### src/rtl/suvt_pkg.sv
// Shared types and constants for the sorted unique value table.
package suvt_pkg;

    localparam int VALUE_W = 32;
    localparam int TOL_W   = 31;
    localparam int INDEX_W = 6;
    localparam int FIELD_W = 7;

    localparam logic [TOL_W-1:0] TOL_RESET = 31'd66;

    typedef logic [1:0] kind_t;

    localparam kind_t KIND_INSERT = 2'd0;
    localparam kind_t KIND_READ   = 2'd1;
    localparam kind_t KIND_CLEAR  = 2'd2;

    typedef logic signed [VALUE_W-1:0] value_t;
    typedef logic [FIELD_W-1:0]        field_t;

endpackage

### src/rtl/suvt_in_if.sv
// Input item channel: valid/ready handshake with insert, read and clear requests.
interface suvt_in_if import suvt_pkg::*; ();

    logic                 valid;
    logic                 ready;
    kind_t                kind;
    value_t               value;
    logic [INDEX_W-1:0]   index;

    modport source (output valid, kind, value, index, input ready);
    modport sink   (input valid, kind, value, index, output ready);

endinterface

### src/rtl/suvt_out_if.sv
// Result channel: valid/ready handshake with status, position, count and entry.
interface suvt_out_if import suvt_pkg::*; ();

    logic    valid;
    logic    ready;
    logic    close_match;
    logic    inserted;
    logic    table_full;
    field_t  position;
    field_t  entry_count;
    value_t  entry_value;

    modport source (output valid, close_match, inserted, table_full, position,
                    entry_count, entry_value, input ready);
    modport sink   (input valid, close_match, inserted, table_full, position,
                    entry_count, entry_value, output ready);

endinterface

### src/rtl/suvt_ram.sv
// Generic simple dual-port RAM with one write port and a registered read port.
module suvt_ram #(
    parameter int WIDTH = 32,
    parameter int DEPTH = 64
) (
    input  logic                     clk,
    input  logic                     we,
    input  logic [$clog2(DEPTH)-1:0] waddr,
    input  logic [WIDTH-1:0]         wdata,
    input  logic [$clog2(DEPTH)-1:0] raddr,
    output logic [WIDTH-1:0]         rdata
);

    logic [WIDTH-1:0] mem [DEPTH];

    always_ff @(posedge clk)
    begin
        if (we)
        begin
            mem[waddr] <= wdata;
        end
        rdata <= mem[raddr];
    end

endmodule

### src/rtl/sorted_unique_value_table.sv
// Sorted table of distinct signed Q16.16 values with tolerant insert search.
//
//   channel   role      handshake       payload
//   item      sink      valid/ready     kind, value, index
//   result    source    valid/ready     close_match, inserted, table_full,
//                                       position, entry_count, entry_value
//   config    write     cfg_we          cfg_wdata (tolerance)
//
// Insert: accept, then probes of address, RAM read and compare, at most ceil(log2(count+1))
// probes, a closing search step when no entry matches, then, unless the table is full,
// entries at and above the slot move up through the single RAM port, then the result posts.
// Read: address the RAM on accept, take the data, post. Clear and other kinds: accept, post.
// Reset empties the table at once; entries at or above the count are never returned.
// item.ready is high only while idle; a held result stalls only the next post.
module sorted_unique_value_table import suvt_pkg::*; #(
    parameter int TABLE_DEPTH = 64
) (
    input  logic              clk,
    input  logic              rst_n,
    input  logic              cfg_we,
    input  logic [TOL_W-1:0]  cfg_wdata,
    suvt_in_if.sink           item,
    suvt_out_if.source        result
);

    localparam int AW = (TABLE_DEPTH > 1) ? $clog2(TABLE_DEPTH) : 1;
    localparam int CW = $clog2(TABLE_DEPTH + 1);
    localparam int XW = CW + INDEX_W;

    localparam logic [2:0] S_IDLE   = 3'd0;
    localparam logic [2:0] S_SEARCH = 3'd1;
    localparam logic [2:0] S_WAIT   = 3'd2;
    localparam logic [2:0] S_CMP    = 3'd3;
    localparam logic [2:0] S_SHIFT  = 3'd4;
    localparam logic [2:0] S_RDWAIT = 3'd5;
    localparam logic [2:0] S_DONE   = 3'd6;

    localparam logic [CW-1:0] FULL_COUNT = CW'(TABLE_DEPTH);

    function automatic field_t to_field(input logic [CW-1:0] x);
        logic [CW+FIELD_W-1:0] t;
        t = {{FIELD_W{1'b0}}, x};
        return t[FIELD_W-1:0];
    endfunction

    logic [2:0]          state_reg, state_next;
    logic [CW-1:0]       count_reg, count_next;
    logic [TOL_W-1:0]    tol_reg;
    logic [CW-1:0]       top_reg, top_next;
    logic [CW-1:0]       bottom_reg, bottom_next;
    logic [CW-1:0]       mid_reg, mid_next;
    logic [CW-1:0]       k_reg, k_next;
    logic [CW-1:0]       wdst_reg, wdst_next;
    logic                pend_reg, pend_next;
    logic                rdok_reg, rdok_next;
    value_t              val_reg, val_next;
    logic signed [32:0]  diff_reg, diff_next;

    logic                res_close_reg, res_close_next;
    logic                res_ins_reg, res_ins_next;
    logic                res_full_reg, res_full_next;
    field_t              res_pos_reg, res_pos_next;
    value_t              res_val_reg, res_val_next;

    logic                out_valid_reg, out_valid_next;
    logic                out_close_reg, out_ins_reg, out_full_reg;
    field_t              out_pos_reg, out_cnt_reg;
    value_t              out_val_reg;
    logic                post;

    logic                ram_we;
    logic [AW-1:0]       ram_waddr, ram_raddr;
    value_t              ram_wdata, ram_rdata;

    logic [CW:0]         mid_sum;
    logic [CW-1:0]       mid_calc;
    logic [XW-1:0]       idx_ext, count_ext;
    logic signed [32:0]  tol_pos, tol_neg;
    logic                near;
    logic                accept;

    suvt_ram #(
        .WIDTH (VALUE_W),
        .DEPTH (TABLE_DEPTH)
    ) u_ram (
        .clk   (clk),
        .we    (ram_we),
        .waddr (ram_waddr),
        .wdata (ram_wdata),
        .raddr (ram_raddr),
        .rdata (ram_rdata)
    );

    assign item.ready = (state_reg == S_IDLE);
    assign accept     = item.valid && item.ready;
    assign post       = (state_reg == S_DONE) && (!out_valid_reg || result.ready);

    assign mid_sum   = {1'b0, top_reg} + {1'b0, bottom_reg} - {{CW{1'b0}}, 1'b1};
    assign mid_calc  = mid_sum[CW:1];
    assign idx_ext   = {{CW{1'b0}}, item.index};
    assign count_ext = {{INDEX_W{1'b0}}, count_reg};
    assign tol_pos   = {2'b00, tol_reg};
    assign tol_neg   = -tol_pos;
    assign near      = (diff_reg <= tol_pos) && (diff_reg >= tol_neg);

    always_comb
    begin
        state_next     = state_reg;
        count_next     = count_reg;
        top_next       = top_reg;
        bottom_next    = bottom_reg;
        mid_next       = mid_reg;
        k_next         = k_reg;
        wdst_next      = wdst_reg;
        pend_next      = 1'b0;
        rdok_next      = rdok_reg;
        val_next       = val_reg;
        diff_next      = diff_reg;
        res_close_next = res_close_reg;
        res_ins_next   = res_ins_reg;
        res_full_next  = res_full_reg;
        res_pos_next   = res_pos_reg;
        res_val_next   = res_val_reg;
        ram_we         = 1'b0;
        ram_waddr      = wdst_reg[AW-1:0];
        ram_wdata      = ram_rdata;
        ram_raddr      = mid_calc[AW-1:0];

        case (state_reg)
            S_IDLE:
            begin
                if (accept)
                begin
                    res_close_next = 1'b0;
                    res_ins_next   = 1'b0;
                    res_full_next  = 1'b0;
                    res_pos_next   = '0;
                    res_val_next   = '0;
                    case (item.kind)
                        KIND_INSERT:
                        begin
                            val_next    = item.value;
                            bottom_next = '0;
                            top_next    = count_reg;
                            state_next  = S_SEARCH;
                        end
                        KIND_READ:
                        begin
                            ram_raddr    = idx_ext[AW-1:0];
                            rdok_next    = (idx_ext < count_ext);
                            res_pos_next = FIELD_W'(item.index);
                            state_next   = S_RDWAIT;
                        end
                        KIND_CLEAR:
                        begin
                            count_next = '0;
                            state_next = S_DONE;
                        end
                        default:
                        begin
                            state_next = S_DONE;
                        end
                    endcase
                end
            end
            S_SEARCH:
            begin
                if (top_reg > bottom_reg)
                begin
                    mid_next   = mid_calc;
                    state_next = S_WAIT;
                end
                else
                begin
                    res_pos_next = to_field(bottom_reg);
                    if (count_reg == FULL_COUNT)
                    begin
                        res_full_next = 1'b1;
                        state_next    = S_DONE;
                    end
                    else
                    begin
                        k_next     = count_reg;
                        state_next = S_SHIFT;
                    end
                end
            end
            S_WAIT:
            begin
                diff_next  = {ram_rdata[VALUE_W-1], ram_rdata} - {val_reg[VALUE_W-1], val_reg};
                state_next = S_CMP;
            end
            S_CMP:
            begin
                if (near)
                begin
                    res_close_next = 1'b1;
                    res_pos_next   = to_field(mid_reg);
                    state_next     = S_DONE;
                end
                else
                begin
                    if (diff_reg > 33'sd0)
                    begin
                        top_next = mid_reg;
                    end
                    else
                    begin
                        bottom_next = mid_reg + {{(CW-1){1'b0}}, 1'b1};
                    end
                    state_next = S_SEARCH;
                end
            end
            S_SHIFT:
            begin
                // move one entry up per cycle, read one ahead of the write
                if (pend_reg)
                begin
                    ram_we    = 1'b1;
                    ram_waddr = wdst_reg[AW-1:0];
                    ram_wdata = ram_rdata;
                end
                if (k_reg > bottom_reg)
                begin
                    ram_raddr = k_reg[AW-1:0] - {{(AW-1){1'b0}}, 1'b1};
                    pend_next = 1'b1;
                    wdst_next = k_reg;
                    k_next    = k_reg - {{(CW-1){1'b0}}, 1'b1};
                end
                else if (!pend_reg)
                begin
                    ram_we       = 1'b1;
                    ram_waddr    = bottom_reg[AW-1:0];
                    ram_wdata    = val_reg;
                    count_next   = count_reg + {{(CW-1){1'b0}}, 1'b1};
                    res_ins_next = 1'b1;
                    state_next   = S_DONE;
                end
            end
            S_RDWAIT:
            begin
                res_val_next = rdok_reg ? ram_rdata : '0;
                state_next   = S_DONE;
            end
            S_DONE:
            begin
                if (post)
                begin
                    state_next = S_IDLE;
                end
            end
            default:
            begin
                state_next = S_IDLE;
            end
        endcase
    end

    always_comb
    begin
        out_valid_next = out_valid_reg;
        if (result.ready)
        begin
            out_valid_next = 1'b0;
        end
        if (post)
        begin
            out_valid_next = 1'b1;
        end
    end

    always_ff @(posedge clk or negedge rst_n)
    begin
        if (!rst_n)
        begin
            state_reg     <= S_IDLE;
            count_reg     <= '0;
            tol_reg       <= TOL_RESET;
            pend_reg      <= 1'b0;
            out_valid_reg <= 1'b0;
        end
        else
        begin
            state_reg     <= state_next;
            count_reg     <= count_next;
            pend_reg      <= pend_next;
            out_valid_reg <= out_valid_next;
            if (cfg_we)
            begin
                tol_reg <= cfg_wdata;
            end
        end
    end

    always_ff @(posedge clk)
    begin
        top_reg       <= top_next;
        bottom_reg    <= bottom_next;
        mid_reg       <= mid_next;
        k_reg         <= k_next;
        wdst_reg      <= wdst_next;
        rdok_reg      <= rdok_next;
        val_reg       <= val_next;
        diff_reg      <= diff_next;
        res_close_reg <= res_close_next;
        res_ins_reg   <= res_ins_next;
        res_full_reg  <= res_full_next;
        res_pos_reg   <= res_pos_next;
        res_val_reg   <= res_val_next;
        if (post)
        begin
            out_close_reg <= res_close_reg;
            out_ins_reg   <= res_ins_reg;
            out_full_reg  <= res_full_reg;
            out_pos_reg   <= res_pos_reg;
            out_cnt_reg   <= to_field(count_reg);
            out_val_reg   <= res_val_reg;
        end
    end

    assign result.valid       = out_valid_reg;
    assign result.close_match = out_close_reg;
    assign result.inserted    = out_ins_reg;
    assign result.table_full  = out_full_reg;
    assign result.position    = out_pos_reg;
    assign result.entry_count = out_cnt_reg;
    assign result.entry_value = out_val_reg;

    a_count_bound: assert property (@(posedge clk) disable iff (!rst_n)
        count_reg <= FULL_COUNT)
        else $error("entry count above table depth");

    a_write_in_shift: assert property (@(posedge clk) disable iff (!rst_n)
        ram_we |-> (state_reg == S_SHIFT))
        else $error("table write outside the shift phase");

    a_one_outcome: assert property (@(posedge clk) disable iff (!rst_n)
        post |-> $onehot0({res_close_reg, res_ins_reg, res_full_reg}))
        else $error("insert reports more than one outcome");

    a_insert_grows: assert property (@(posedge clk) disable iff (!rst_n)
        (post && res_ins_reg) |-> (count_reg != '0))
        else $error("insert posted with an empty table");

endmodule

### src/flat_wrapper.sv
// flat-port wrapper written by rule: the top's interface ports become plain ports
module sorted_unique_value_table_flat import suvt_pkg::*;
#(
    parameter int TABLE_DEPTH = 64
)
  (clk, rst_n, cfg_we, cfg_wdata, item_valid, item_kind, item_value, item_index, item_ready, result_valid, result_close_match, result_inserted, result_table_full, result_position, result_entry_count, result_entry_value, result_ready);
  suvt_in_if item_i ();
  suvt_out_if result_i ();
  input  logic clk;
  input  logic rst_n;
  input  logic cfg_we;
  input  logic [TOL_W-1:0] cfg_wdata;
  input wire logic [$bits(item_i.valid)-1:0] item_valid;
  input wire logic [$bits(item_i.kind)-1:0] item_kind;
  input wire logic [$bits(item_i.value)-1:0] item_value;
  input wire logic [$bits(item_i.index)-1:0] item_index;
  output wire logic [$bits(item_i.ready)-1:0] item_ready;
  output wire logic [$bits(result_i.valid)-1:0] result_valid;
  output wire logic [$bits(result_i.close_match)-1:0] result_close_match;
  output wire logic [$bits(result_i.inserted)-1:0] result_inserted;
  output wire logic [$bits(result_i.table_full)-1:0] result_table_full;
  output wire logic [$bits(result_i.position)-1:0] result_position;
  output wire logic [$bits(result_i.entry_count)-1:0] result_entry_count;
  output wire logic [$bits(result_i.entry_value)-1:0] result_entry_value;
  input wire logic [$bits(result_i.ready)-1:0] result_ready;
  assign item_i.valid = item_valid;
  assign item_i.kind = item_kind;
  assign item_i.value = item_value;
  assign item_i.index = item_index;
  assign item_ready = item_i.ready;
  assign result_valid = result_i.valid;
  assign result_close_match = result_i.close_match;
  assign result_inserted = result_i.inserted;
  assign result_table_full = result_i.table_full;
  assign result_position = result_i.position;
  assign result_entry_count = result_i.entry_count;
  assign result_entry_value = result_i.entry_value;
  assign result_i.ready = result_ready;
  sorted_unique_value_table #(.TABLE_DEPTH(TABLE_DEPTH)) u_core (.clk(clk), .rst_n(rst_n), .cfg_we(cfg_we), .cfg_wdata(cfg_wdata), .item(item_i), .result(result_i));
endmodule
### config.mk
export PLATFORM = sky130hd
export DESIGN_NAME = sorted_unique_value_table_flat
export DESIGN_NICKNAME = d
export VERILOG_FILES = /design/src/rtl/suvt_pkg.sv /design/src/rtl/suvt_in_if.sv /design/src/rtl/suvt_out_if.sv /design/src/rtl/suvt_ram.sv /design/src/rtl/sorted_unique_value_table.sv /design/src/flat_wrapper.sv
export SDC_FILE = /design/constraint.sdc
export NUM_CORES = 2
export LEC_CHECK = 0
export BUFFER_PORTS_ARGS = -buffer_cell sky130_fd_sc_hd__buf_4
export CAP_MARGIN = 40
export CORE_MARGIN = 2
export CORE_UTILIZATION = 30
export DETAILED_ROUTE_END_ITERATION = 6
export SLEW_MARGIN = 25
export SYNTH_ARGS = -nofsm -noshare
export SYNTH_HDL_FRONTEND = slang
export SYNTH_SLANG_ARGS = --single-unit
### constraint.sdc
create_clock -name clk -period 6.9 [get_ports clk]
set_input_delay 1.035 -clock clk [delete_from_list [all_inputs] [get_ports clk]]
set_output_delay 1.035 -clock clk [all_outputs]
set_load 0.01 [all_outputs]
==> impl_results.md <==
- Status: finished, violations left
- Failing checks: DRC
- Count of final max-slew check failures: 0
- Core Area: about 0.31 mm^2
- Register area share after synthesis: 0.728
- Drt first-iter violations: between 8000 and 9000
- Sw Pwr: 25.7 mW
- Largest register FFs: roughly 2000
- Post-DRT Antenna Nets: 0
- Via count: 62300
- Worst EP arrival: between 6 and 7 ns
- Endpoints failing hold: 0
- Syn_nets: 7341
- Residual DRC count: 1
- Sw frac: 0.437
- Die Footprint: between 0.3 and 0.4 mm^2
- Finished Layout Cells: 11800
- Worst slew pin tran: 1.11 ns
- Yosys Warn Count: 0
- Die span in y: 566 um
- Die W: about 570 um
- Setup Viol. Count Final: 0
- Clk sinks: roughly 2300
- Fin Setup TNS: 0 ns
- Post-Syn Instances: 7131
- Netlist Area Pre-Place: 0.0947 mm^2
- Total global routing overflow: 0
- Routed wire length: 293000 um
- Final instance area: around 0.11 mm^2
- Skew final: 0.0515 ns
- Share of layout cells above drive strength 1: 0.123
- Critical-path cell list: inv_1 > ha_1 > a211o_1 > a21oi_2 > a21o_1 > inv_1 > o311a_4 > nor2_2 > buf_4 > a32o_1 > nor3_1 > buf_2 > a2111oi_1 > buf_4 > nor3_1
- First-pass GRT wire length: 421000 um
- Row Count: ~210
- Seq cells post-synth: ~2300
- Syn avg cell area: 13.3 um^2
- Placed cell areas: 0.103 mm^2
- Slowest CP cell: a2111oi_1
- Vias in the first global route: 59300
- Crit start category: register
- Finished Core Util: 0.353
- Dpl cells: around 11000
- DPL Wire Length: ~180000 um
- GRT Total Usage: 0.177
- Period utilization: 0.864
- Cts repair resizes: 0
- Worst-path fanout max: 28
- Crit path launch: u_core.bottom_reg[4]
- Hold_buf cts: 0
- Post-synth EDFFs: about 2200
- Relative slew slack: 0.259
- Nets: 7611
- Worst Hold Slack: between 0.15 and 0.2 ns
- Clock Tree Root: clkbuf_16
- Routability cong.: 0.911
- Power per standard cell area: 530 mW/mm^2
- Primary FF master, synth: edfxtp_1
- Routed len/inst: ~25 um
- Vias/cell: 5.29
- Number of CTS-inserted buffers: 230
- Reg power frac: 0.329
- Initial Util: 0.301
- CP required: 7.63 ns
- Distinct cells, synth: between 70 and 80
- Clock buffer depth: 3
- Post-route minimum period: between 5 and 6 ns
- TritonCTS clock tree: yes
- R2r startpoint: u_core.bottom_reg[4]
- Max-cap viol count: 0
- Crit end category: register
- Port bufs: 126
- Number of post-CTS setup repair buffers: 0
- Worst-Skew Late Latency: 0.88 ns
- H-tree depth: 4
- RSZ-0062 raised after global routing: false
- Area grow syn2layout: 17.2%
- Clock transition at path regs: 0.06 ns
- Max IR drop VDD: 0.000688 V
- Async SR Flop Fraction: 0.0186
- Clk network pwr share: 0.209
- CP Class: register to register
- Cell Int Power: 33.1 mW
- Crit path largest cell delay: 0.76 ns
- Leakage: around 38 nW
- Most frequent cells in the layout: edfxtp_1, nand2_1, nand3_1
- Top achievable clock speed: 168 MHz
- Initial antenna violation count: 14
- Combinational group share of total power: 0.463
- IO Count: 127
- Largest net degree at the start of global routing: 132
- Worst min path class: primary input to asynchronous set/reset pin
- Commonest non-fill, non-tap cell in the layout: edfxtp_1
- 1st-pass router iterations: 7
[cells in the mapped netlist, types with 23 or more instances]
master | count | area share
mux2i_1 | 199 | 0.021
dfxtp_1 | 32 | 0.0068
a32oi_1 | 33 | 0.0031
a31oi_1 | 113 | 0.0075
and2_1 | 38 | 0.0025
xnor2_1 | 55 | 0.0051
buf_2 | 190 | 0.010
clkbuf_1 | 135 | 0.0053
buf_1 | 46 | 0.0018
a21oi_1 | 181 | 0.0096
nor4_1 | 60 | 0.0040
edfxtp_1 | 2239 | 0.71
nand3_1 | 657 | 0.035
a21o_1 | 59 | 0.0047
dfrtp_1 | 41 | 0.011
a32o_1 | 58 | 0.0061
nand2_1 | 1812 | 0.072
ha_1 | 132 | 0.017
o21ai_0 | 143 | 0.0076
buf_4 | 23 | 0.0018
nor3_1 | 76 | 0.0040
a311oi_1 | 66 | 0.0061
nor2_1 | 177 | 0.0070
o221ai_1 | 40 | 0.0037
and3_1 | 88 | 0.0058
nand4_1 | 64 | 0.0042
inv_1 | 127 | 0.0050
[power groups by stage]
| stage | registers [mW] | clock network [mW] | logic, mW |
|---|---|---|---|
| 2_1_floorplan | 19.7 | 0 | 14.3 |
| 3_3_place_gp | 19.7 | 0 | 25.4 |
| 3_5_place_dp | 19.6 | 0 | 26.6 |
| 4_1_cts | 19.3 | 12.4 | 26.7 |
| 5_1_grt | 19.4 | 12.9 | 28.7 |
| 6_report | 19.3 | 12.3 | 27.2 |
[metal layers]
| metal | global-route usage | vias to the layer above | routed length (um) |
|---|---|---|---|
| met5 | 0 | - | 36 |
| met4 | 0.0654 | 4 | 10600 |
| met3 | 0.0325 | 495 | 30000 |
| met2 | 0.269 | 3423 | 131000 |
| met1 | 0.251 | 31300 | 122000 |
| li1 | - | 27100 | - |
[critical path: cells and delay by family (launching register included)]
kind	cells	cell delay, ns
flip-flops	1	0.44
adder cells (fa/ha/maj)	1	0.31
AND/OR/NAND/NOR	3	0.73
AO/OA/AOI/OAI	6	2.84
buffers and inverters	5	1.44
[final timing paths]
kind,end,slack [ns],cells past startpoint
setup / recovery,u_core.u_ram.rdata[5],0.94,15
hold / removal,u_core.state_reg[0],0.17,1
setup reg to reg,u_core.u_ram.rdata[5],0.94,15
hold reg to reg,u_core.result.entry_value[25],0.41,0
max in group asynchronous,u_core.tol_reg[7],6.32,1
min in group clk,u_core.val_reg[5],0.34,1
[metrics by stage]
stage	setup WS, ns	power (mW)
3_3_place_gp	-0.0741	45.1
6_report	0.942	58.9
2_1_floorplan	1.27	34.0
4_1_cts	0.989	58.4
3_5_place_dp	1.03	46.2
5_1_grt	0.703	61.0
[layout make-up]
cell class / instances / area, um^2
Clock buffer: 308 / 6210
Timing Repair Buffer: 433 / 4320
Sequential cell: 2314 / 69000
Antenna cell: 4 / 10.0
Inverter: 128 / 480
Clock inverter: 129 / 1190
Multi-Input combinational cell: 4294 / 24600
Fill cell: 29800 / 204000
Tap cell: 4160 / 5200
[logic make-up after synthesis]
family	count (synthesis)	synth area share
AOI/OAI and AO/OA	843	0.0618
xor gates and xnor gates	66	0.00610
adders and majority gates	134	0.0179
buffers and inverters	523	0.0242
DFF	2314	0.728
muxes	207	0.0228
and+or+nand+nor	3044	0.139
No activity file was read; power rests on OpenSTA's default activity.
